## config.mk

```make
export PLATFORM = sky130hd
export DESIGN_NAME = sha512_sched
export DESIGN_NICKNAME = d
export VERILOG_FILES = /design/src/sha512_pkg.sv /design/src/sha512_sched.sv
export SDC_FILE = /design/constraint.sdc
export NUM_CORES = 1
export LEC_CHECK = 0
export BUFFER_PORTS_ARGS = -buffer_cell sky130_fd_sc_hd__buf_2
export CAP_MARGIN = 20
export CORE_MARGIN = 4
export CORE_UTILIZATION = 60
export CTS_BUF_LIST = sky130_fd_sc_hd__clkbuf_8
export CTS_CLUSTER_DIAMETER = 120
export CTS_CLUSTER_SIZE = 14
export DETAILED_ROUTE_END_ITERATION = 6
export PLACE_DENSITY_LB_ADDON = 0.1
export SLEW_MARGIN = 25
export SYNTH_ARGS = -nofsm -noshare
export SYNTH_HDL_FRONTEND = slang
export SYNTH_SLANG_ARGS = --single-unit
export TNS_END_PERCENT = 100
```

## constraint.sdc

```tcl
create_clock -name clk -period 17.45 [get_ports clk]
set_input_delay 2.6175 -clock clk [delete_from_list [all_inputs] [get_ports clk]]
set_output_delay 2.6175 -clock clk [all_outputs]
set_load 0.01 [all_outputs]
```

## src/sha512_pkg.sv

```systemverilog
package sha512_pkg;

  localparam int unsigned WordW = 64;
  localparam int unsigned RoundCount = 80;
  localparam logic [6:0] RoundLast = 7'(RoundCount - 1);

  typedef logic [WordW-1:0] word_t;
  typedef word_t [7:0] word_vec_t;

  typedef struct packed {
    logic word_in;
    logic round_init;
    logic round_step;
  } sha512_ctl_t;

  localparam word_vec_t InitHash = '{
    64'h5BE0CD19137E2179, 64'h1F83D9ABFB41BD6B, 64'h9B05688C2B3E6C1F, 64'h510E527FADE682D1,
    64'hA54FF53A5F1D36F1, 64'h3C6EF372FE94F82B, 64'hBB67AE8584CAA73B, 64'h6A09E667F3BCC908
  };

  function automatic word_t rotr(word_t x, int unsigned n);
    return (x >> n) | (x << (WordW - n));
  endfunction

  function automatic word_t round_k(logic [6:0] t);
    word_t k;
    unique case (t)
      7'd0:  k = 64'h428A2F98D728AE22;  7'd1:  k = 64'h7137449123EF65CD;
      7'd2:  k = 64'hB5C0FBCFEC4D3B2F;  7'd3:  k = 64'hE9B5DBA58189DBBC;
      7'd4:  k = 64'h3956C25BF348B538;  7'd5:  k = 64'h59F111F1B605D019;
      7'd6:  k = 64'h923F82A4AF194F9B;  7'd7:  k = 64'hAB1C5ED5DA6D8118;
      7'd8:  k = 64'hD807AA98A3030242;  7'd9:  k = 64'h12835B0145706FBE;
      7'd10: k = 64'h243185BE4EE4B28C;  7'd11: k = 64'h550C7DC3D5FFB4E2;
      7'd12: k = 64'h72BE5D74F27B896F;  7'd13: k = 64'h80DEB1FE3B1696B1;
      7'd14: k = 64'h9BDC06A725C71235;  7'd15: k = 64'hC19BF174CF692694;
      7'd16: k = 64'hE49B69C19EF14AD2;  7'd17: k = 64'hEFBE4786384F25E3;
      7'd18: k = 64'h0FC19DC68B8CD5B5;  7'd19: k = 64'h240CA1CC77AC9C65;
      7'd20: k = 64'h2DE92C6F592B0275;  7'd21: k = 64'h4A7484AA6EA6E483;
      7'd22: k = 64'h5CB0A9DCBD41FBD4;  7'd23: k = 64'h76F988DA831153B5;
      7'd24: k = 64'h983E5152EE66DFAB;  7'd25: k = 64'hA831C66D2DB43210;
      7'd26: k = 64'hB00327C898FB213F;  7'd27: k = 64'hBF597FC7BEEF0EE4;
      7'd28: k = 64'hC6E00BF33DA88FC2;  7'd29: k = 64'hD5A79147930AA725;
      7'd30: k = 64'h06CA6351E003826F;  7'd31: k = 64'h142929670A0E6E70;
      7'd32: k = 64'h27B70A8546D22FFC;  7'd33: k = 64'h2E1B21385C26C926;
      7'd34: k = 64'h4D2C6DFC5AC42AED;  7'd35: k = 64'h53380D139D95B3DF;
      7'd36: k = 64'h650A73548BAF63DE;  7'd37: k = 64'h766A0ABB3C77B2A8;
      7'd38: k = 64'h81C2C92E47EDAEE6;  7'd39: k = 64'h92722C851482353B;
      7'd40: k = 64'hA2BFE8A14CF10364;  7'd41: k = 64'hA81A664BBC423001;
      7'd42: k = 64'hC24B8B70D0F89791;  7'd43: k = 64'hC76C51A30654BE30;
      7'd44: k = 64'hD192E819D6EF5218;  7'd45: k = 64'hD69906245565A910;
      7'd46: k = 64'hF40E35855771202A;  7'd47: k = 64'h106AA07032BBD1B8;
      7'd48: k = 64'h19A4C116B8D2D0C8;  7'd49: k = 64'h1E376C085141AB53;
      7'd50: k = 64'h2748774CDF8EEB99;  7'd51: k = 64'h34B0BCB5E19B48A8;
      7'd52: k = 64'h391C0CB3C5C95A63;  7'd53: k = 64'h4ED8AA4AE3418ACB;
      7'd54: k = 64'h5B9CCA4F7763E373;  7'd55: k = 64'h682E6FF3D6B2B8A3;
      7'd56: k = 64'h748F82EE5DEFB2FC;  7'd57: k = 64'h78A5636F43172F60;
      7'd58: k = 64'h84C87814A1F0AB72;  7'd59: k = 64'h8CC702081A6439EC;
      7'd60: k = 64'h90BEFFFA23631E28;  7'd61: k = 64'hA4506CEBDE82BDE9;
      7'd62: k = 64'hBEF9A3F7B2C67915;  7'd63: k = 64'hC67178F2E372532B;
      7'd64: k = 64'hCA273ECEEA26619C;  7'd65: k = 64'hD186B8C721C0C207;
      7'd66: k = 64'hEADA7DD6CDE0EB1E;  7'd67: k = 64'hF57D4F7FEE6ED178;
      7'd68: k = 64'h06F067AA72176FBA;  7'd69: k = 64'h0A637DC5A2C898A6;
      7'd70: k = 64'h113F9804BEF90DAE;  7'd71: k = 64'h1B710B35131C471B;
      7'd72: k = 64'h28DB77F523047D84;  7'd73: k = 64'h32CAAB7B40C72493;
      7'd74: k = 64'h3C9EBE0A15C9BEBC;  7'd75: k = 64'h431D67C49C100D4C;
      7'd76: k = 64'h4CC5D4BECB3E42B6;  7'd77: k = 64'h597F299CFC657E2A;
      7'd78: k = 64'h5FCB6FAB3AD6FAEC;  7'd79: k = 64'h6C44198C4A475817;
      default: k = '0;
    endcase
    return k;
  endfunction

endpackage

```

## src/sha512_sched.sv

```systemverilog
module sha512_sched (
  input  logic                     clk,
  input  sha512_pkg::sha512_ctl_t  ctl,
  input  sha512_pkg::word_t        in_word,
  output sha512_pkg::word_t        w_out
);
  import sha512_pkg::*;

  word_t win_r [16];
  word_t win_nxt;
  word_t s0;
  word_t s1;

  always_comb begin
    s0 = rotr(win_r[1], 1) ^ rotr(win_r[1], 8) ^ (win_r[1] >> 7);
    s1 = rotr(win_r[14], 19) ^ rotr(win_r[14], 61) ^ (win_r[14] >> 6);
    win_nxt = ctl.word_in ? in_word : (s1 + win_r[9] + s0 + win_r[0]);
  end

  always_ff @(posedge clk) begin
    if (ctl.word_in || ctl.round_step) begin
      for (int i = 0; i < 15; i++) begin
        win_r[i] <= win_r[i+1];
      end
      win_r[15] <= win_nxt;
    end
  end

  assign w_out = win_r[0];

endmodule

```

After elaboration in Yosys (flattened, before gate mapping)
Memories as Yosys holds them, arrays and structs flattened.
Index checks and enable logic that the tools add are counted.
{"block": "word_totals", "out_inout_bits": 64, "mem_bits_ro": 0, "ram_bits": 1024, "n_memories": 1, "ff_bits": 0, "wordCells": 16, "latchBits": 0}
{"block": "op_classes", "n_addsub": 3, "bitwise": 8, "mul": 0, "order_cmp": 0, "eq_ne": 0, "mux": 3, "n_shift": 0, "reduce_logical": 1, "div_mod_pow": 0}
{"name": "win_r", "words": 16, "width": 64, "read_ports": 16, "rd_ports_with_merged_regs": 0, "wr": 16, "line": "sha512_sched.sv:9", "rtl": "word_t win_r [16];"}
{"cell": "$add A64 B64 Y64", "n": 3}
{"cell": "$xor A64 B64 Y64", "n": 2}
{"cell": "$mux W64", "n": 1}
{"cell": "$or A3 B64 Y64", "n": 1}
{"cell": "$or A45 B64 Y64", "n": 1}
{"cell": "$or A56 B64 Y64", "n": 1}
{"cell": "$or A63 B64 Y64", "n": 1}
{"cell": "$xor A64 B57 Y64", "n": 1}
{"cell": "$xor A64 B58 Y64", "n": 1}
{"cell": "$mux W1", "n": 2}
{"cell": "$logic_or A1 B1 Y1", "n": 1}

Logic depth before layout (Yosys ltp)
Gate-level depths: netlist (run 1).
{"block": "depth", "word_depth": 7, "depth_mapped": 18, "depth_no_buf": 18}

Least setup slack after synthesis (run 1)
OpenSTA, ideal clock, no wires.
{"block": "synth_path", "kind": "input to register", "startpoint": "input ctl[2] in the netlist's numbering", "endpoint": "memory win_r[0][0] in the netlist's numbering, enable pin", "path_buffers": 2, "cell_stages": 3, "setup_ns": 0.979, "path_slack_ns": 1.097, "t_arrival_ns": 15.374, "cell_sequence": "clkbuf_1 > buf_1 > or2_2"}
{"item": "start: declaration", "line": "sha512_sched.sv:3", "rtl": "input sha512_pkg::sha512_ctl_t ctl,"}
{"item": "end: declaration", "line": "sha512_sched.sv:9"}

==> flow_summary.ini, run 1 <==
[routing]
drc = 0
wl_um = 83670
drt_iter0_drc = 2120
drtPass1Iterations = 6
drt.antenna.violating_nets = 0
num_vias = 19450
via_per_inst = 5.642
wl_per_cell_um = 24.27

[sta]
skew_ps = 52.88
setup_violations = 0
tns_ps = 0
clock.fmax_mhz = 165.8
relSlewSlack = 0.3037
final-hold-violation-count = 0
post-route-period-util = 0.3457
fin_crit_ps = 6032
drv_slew = 0
tightest_slew_ps = 1044
rsz0062_at_grt = no

[floorplanning]
core_sq_um = 67280
die_area_sq_um = 72270
die_w_um = 268.8
rows = 95
die_h_um = 268.8
io_pins = 132
start_util = 0.6067

[synth]
synth.net_count = 2620
synth_top_cells_by_count = edfxtp_1 (1,024), inv_1 (274), xnor2_1 (266)
synth.area.top_cells = edfxtp_1 (75%), fa_1 (6.2%), xnor2_1 (5.7%), inv_1 (2.5%), ha_1 (1.9%)
synth_area_leader_cell = edfxtp_1
syn-mean-instance-area_sq_um = 17.27
synth-seq-area-share = 0.7533
netlist_area_sq_um = 40820
async_flop_share = 0
synthCells = 2363
synth-edff-count = 1024
yosysWarnings = 0
synth-seq-cells = 1024
yosysMostFrequentCell = edfxtp_1
synth.distinct_cells = 62
ys.flop_type = edfxtp_1
synth_top_area_frac = 0.7533

[grt]
grt_pass1_vias = 19150
grt_overflow_total = 0
grt_start_max_net_pins = 197
grt_usage = 0.2332
grt_antenna_before_repair = 4
grt_pass1_wl_um = 121100

[critical_path]
cp_num_buf_inv = 2
crit_arrival_ps = 6470
start_kind = flip-flop
cp_cell_sequence = xnor2_1 -> xnor2_1 -> fa_1 -> inv_1 -> fa_1 -> inv_1 -> ha_1 -> nand2_1 -> o21ai_0 -> nor3_1 -> a2111oi_0 -> nand2_1 -> o211ai_2 -> o21ai_0 -> o2111a_1 -> a221o_1
required_ps = 17890
critical_path.max_stage_delay_ps = 840
worstPathMaxFanout = 6
endpoint_kind = flip-flop
critPathKind = reg -> reg
critPathTopFamily = compound AO/OA/AOI/OAI gates
slowest_stage = a2111oi_0

[placed_design]
dpl_cell_area_sq_um = 42590
dpl.hpwl_um = 58780
portBuffers = 130
place.gp.congestion = 0.9571

[cells_and_area]
reg_top3 = win_r x1024
area_growth_pct = 7.396
drive_above_1_share = 0.09677
fin_area_sq_um = 43840
nFillCells = 4668
fin_nets = 2824
largest_reg_flops = 1024
top_register = win_r

[clocking]
cts.clk_slew.worst_paths_ps = 110
cts_buffer_depth = 3
numCtsBuffers = 83
ctsResizeCount = 0
numClockSinks = 1024
postCtsHoldBufs = 0
cts_tree = yes
cts_setup_buffers = 0
h-tree-depth = 3
worst_skew_pair.late_latency_ps = 730
cts-root-buf = clkbuf_8

[worst_hold_path]
hold_class = reg -> reg

[job]
cap_violations = 0

[status]
status = finished, final reports clean
through the flow:
stage	hold WS [ps]	worst slack, ps	cells	util
after global routing	401.6	11290	3447	0.6516
after global placement	400.5	11020	3355	0.6330
after CTS	387.4	11530	3446	0.6512
after floorplan	400.3	1097	2363	-
after detailed placement	404.5	10940	3355	0.6330
final	391.6	11420	3447	0.6516
worst register-to-register path, delay by kind of cell (launching register included):
kind | cells | cell delay (ps)
flip-flops | 1 | 660
buffers and inverters | 2 | 90
AND/OR/NAND/NOR | 3 | 640
XOR/XNOR | 2 | 450
adder cells (fa/ha/maj) | 3 | 1400
AO/OA/AOI/OAI | 6 | 2550
logic make-up after synthesis:
| logic type | count (synthesis) | synth area share |
|---|---|---|
| compound gates | 292 | 0.04494 |
| xor+xnor | 296 | 0.06351 |
| fa+ha+maj | 189 | 0.08111 |
| buf+inv | 299 | 0.02753 |
| flops | 1024 | 0.7533 |
| mux | 6 | 0.001563 |
| simple gates | 257 | 0.02805 |
cells in the final DEF (no fill, tap or decap), drive strengths merged, types with 8 or more instances in the layout:
| cell | synthesis | layout |
|---|---|---|
| a21o | 29 | 29 |
| a21oi | 83 | 83 |
| and2 | 8 | 8 |
| buf | 2 | 143 |
| clkbuf | 22 | 83 |
| edfxtp | 1024 | 1024 |
| fa | 126 | 126 |
| ha | 63 | 63 |
| inv | 274 | 280 |
| nand2 | 125 | 125 |
| nand3 | 15 | 15 |
| nand4 | 9 | 9 |
| nor2 | 46 | 46 |
| nor2b | 8 | 8 |
| nor3 | 22 | 22 |
| o211ai | 8 | 8 |
| o21a | 10 | 10 |
| o21ai | 92 | 92 |
| o21bai | 15 | 15 |
| xnor2 | 266 | 266 |
| xor2 | 30 | 30 |
area by class of cell:
| class | count | area (sq um) | share of cell area |
|---|---|---|---|
| Multi-Input combinational cell | 1040 | 8949 | 0.2041 |
| Timing Repair Buffer | 143 | 785.8 | 0.01792 |
| Clock inverter | 8 | 85.08 | 0.001941 |
| Sequential cell | 1024 | 30750 | 0.7014 |
| Clock buffer | 83 | 1142 | 0.02606 |
| Antenna cell | 1 | 2.502 | 0.00005708 |
| Inverter | 275 | 1032 | 0.02355 |
| Tap cell | 873 | 1092 | 0.02492 |
final timing paths:
| path | slack, ps | to | startpoint | cells past startpoint |
|---|---|---|---|---|
| worst max-delay path | 11420 | win_r[15][63] | win_r[14][18] | 16 |
| worst min-delay path | 390 | win_r[10][19] | win_r[11][19] | 0 |
| worst max register to register | 11420 | win_r[15][63] | win_r[14][18] | 16 |
| worst min register to register | 390 | win_r[10][19] | win_r[11][19] | 0 |
per-layer routing:
metal | vias to the layer above | GRT usage | share of wire
met3 | 139 | 0.03349 | 0.052
met2 | 617 | 0.3626 | 0.46
met1 | 9895 | 0.3543 | 0.46
met5 | - | 0 | 0
li1 | 8796 | - | -
met4 | 0 | 0.06654 | 0.032
Power of run 1 is not shown: default switching activity piles up to over one toggle a cycle in this logic, so the estimate is an artifact.
==> inputs of run 2 (changes only) <==
--- a/config.mk
+++ b/config.mk
@@ -5,10 +5,11 @@
 export SDC_FILE = /design/constraint.sdc
 export NUM_CORES = 1
 export LEC_CHECK = 0
+export ABC_AREA = 1
 export BUFFER_PORTS_ARGS = -buffer_cell sky130_fd_sc_hd__buf_2
 export CAP_MARGIN = 20
 export CORE_MARGIN = 4
-export CORE_UTILIZATION = 60
+export CORE_UTILIZATION = 58
 export CTS_BUF_LIST = sky130_fd_sc_hd__clkbuf_8
 export CTS_CLUSTER_DIAMETER = 120
 export CTS_CLUSTER_SIZE = 14
==> constraint.sdc (replaced) <==
create_clock -name clk -period 5.2 [get_ports clk]
set_input_delay 0.78 -clock clk [delete_from_list [all_inputs] [get_ports clk]]
set_output_delay 0.78 -clock clk [all_outputs]
set_load 0.01 [all_outputs]
==> run 2 against run 1 <==
Global-route usage grew 2.2 points. Routed wire length is 18% higher. Highest routed layer unchanged. Critical endpoint is now win_r[15][53]. Clock-buffer cell count stayed put. First-iteration DRC count shrank 8.7%. Synthesized area increased by 5.6%. Fmax rose by 30%.
==> flow_summary.ini, run 2 <==
[status]
status = finished, final reports clean

[grt]
grt_overflow_total = 0
grt_start_max_net_pins = 122
grt_usage = 0.2548
grt_antenna_before_repair = 3
grt_pass1_vias = 22620
grt_pass1_wl_um = 144100

[worst_hold_path]
hold_class = in -> reg
hp-start = in_word[51]

[cells_and_area]
final_common_cell = edfxtp_1
drive_above_1_share = 0.09008
area_growth_pct = 7.676
top_register = win_r
layout_common_cells = edfxtp_1 (1,024), nand2_1 (696), inv_1 (642)
stdcell_count = 4346
fin_nets = 3636
largest_reg_flops = 1024
reg_top3 = win_r x1024

[synth]
async_flop_share = 0
synth-seq-area-share = 0.7135
synth_top_cells_by_count = edfxtp_1 (1,024), nand2_1 (696), inv_1 (642)
ys.flop_type = edfxtp_1
yosysMostFrequentCell = edfxtp_1
synth.distinct_cells = 31
yosysWarnings = 0
synthMuxAreaShare = 0
synth-seq-cells = 1024
synth-edff-count = 1024
syn-mean-instance-area_sq_um = 13.69
synth_fa_ha_area_frac = 0.07682
synthCells = 3149
synth_xor_xnor_area_share = 0.05365
synth_top_area_frac = 0.7135
synth_compound_area_frac = 0.009319
netlist_area_sq_um = 43100
synth_top_family_by_area = simple AND/OR/NAND/NOR gates
synth.net_count = 3406
synth_area_leader_cell = edfxtp_1
synth.area.top_cells = edfxtp_1 (71%), nand2_1 (6.1%), fa_1 (5.9%), inv_1 (5.6%), xnor2_1 (3.9%)
synth-simple-area-share = 0.08881

[critical_path]
cpMostUsedCell = nand2_1
start_kind = flip-flop
slowest_stage = edfxtp_1
reg2reg_from = win_r[14][62]
cp-startpoint = win_r[14][62]
critical_path.max_stage_delay_ps = 630
endpoint_kind = flip-flop
required_ps = 5650
worstPathMaxFanout = 4
crit_arrival_ps = 5100
critPathKind = reg -> reg
cp_cell_sequence = xnor2_1 -> xor2_1 -> inv_1 -> fa_1 -> inv_1 -> fa_1 -> inv_1 -> ha_1 -> inv_1 -> fa_1 -> inv_1 -> nand3_1 -> nand3_1 -> nand3_1 -> nand3_1 -> nand2_1 -> nand2_1 -> nand2_1 -> nand2_1 -> nand2_1 -> nand3_1 -> nand2_1

[placed_design]
dpl.hpwl_um = 74220
place.gp.congestion = 0.9216
portBuffers = 130
dp_cells = 4253

[clocking]
cts.clk_slew.worst_paths_ps = 90
cts-root-buf = clkbuf_8
numClockSinks = 1024
postCtsHoldBufs = 0
ctsResizeCount = 0
worst_skew_pair.late_latency_ps = 730
cts_setup_buffers = 0
cts_tree = yes
cts_buffer_depth = 3
numCtsBuffers = 83
h-tree-depth = 3

[sta]
clock.fmax_mhz = 215.0
final-hold-violation-count = 0
skew_ps = 62.09
relSlewSlack = 0.3534
tightest_slew_ps = 969.9
setup_violations = 0
drv_slew = 0
post-route-period-util = 0.8943
fin_crit_ps = 4650
rsz0062_at_grt = no

[routing]
drt_iter0_drc = 1935
wl_per_cell_um = 22.68
num_vias = 22670
via_per_inst = 5.217
drc = 0
drt.antenna.violating_nets = 0
drtPass1Iterations = 5
wl_um = 98570

[floorplanning]
start_util = 0.5877
die_h_um = 280.6
rows = 99
core_sq_um = 73330
io_pins = 132
die_w_um = 280.6
die_area_sq_um = 78730

[job]
cap_violations = 0
run 2: cell count changes after synthesis, sizes merged, moves of 37 or more:
cell   before  now
nand2     125  709
inv       274  648
xnor2     266  193
nand3      15   86
o21ai      92   26
nor2       46   99
xor2       30   71
a21oi      83   46
run 2: cell type report:
class                           instances  area (sq um)
Timing Repair Buffer                  159         933.4
Clock buffer                           83          1142
Fill cell                            5575         26920
Antenna cell                            1         2.502
Clock inverter                          9         87.58
Multi-Input combinational cell       1462          9854
Tap cell                              959          1200
Inverter                              649          2436
Sequential cell                      1024         30750
run 2: final timing paths:
path	end	slack, ps	depth (start not counted)
worst min register to register	win_r[11][56]	400	0
worst max-delay path	win_r[15][53]	550	22
worst max register to register	win_r[15][53]	550	22
worst min-delay path	win_r[15][51]	350	3
run 2: logic make-up after synthesis:
family | after synthesis
compound gates | 77
fa+ha+maj | 189
buf+inv | 663
flops | 1024
xor+xnor | 264
simple gates | 932
run 2: critical path: cells and delay by family, from the launching register on:
| kind | cells | cell delay, ps |
|---|---|---|
| buffers and inverters | 5 | 380 |
| xor gates and xnor gates | 2 | 460 |
| and+or+nand+nor | 11 | 1420 |
| DFF | 1 | 630 |
| adders and majority gates | 4 | 1500 |
run 2: per-stage QoR:
stage          hold slack [ps]  setup slack (ps)  setup TNS, ps    util  area [sq um]
2_1_floorplan            400.3             -3718       -3807570       -         43120
3_3_place_gp             400.0             596.2              0  0.6160         45170
3_5_place_dp             404.5             559.1              0  0.6160         45170
4_1_cts                  288.0             540.5              0  0.6328         46400
5_1_grt                  315.3             335.3              0  0.6328         46410
6_report                 352.1             549.7              0  0.6328         46410
run 2: metal layers:
metal  track usage  vias to the layer above  wire length [um]
met2        0.4147                      600             47360
met4       0.07471                        0              2797
met1        0.3679                    11360             43230
met5             0                        -                 0
met3       0.03387                      131              5189
li1              -                    10580                 -
Power of run 2 is left out for the same reason.
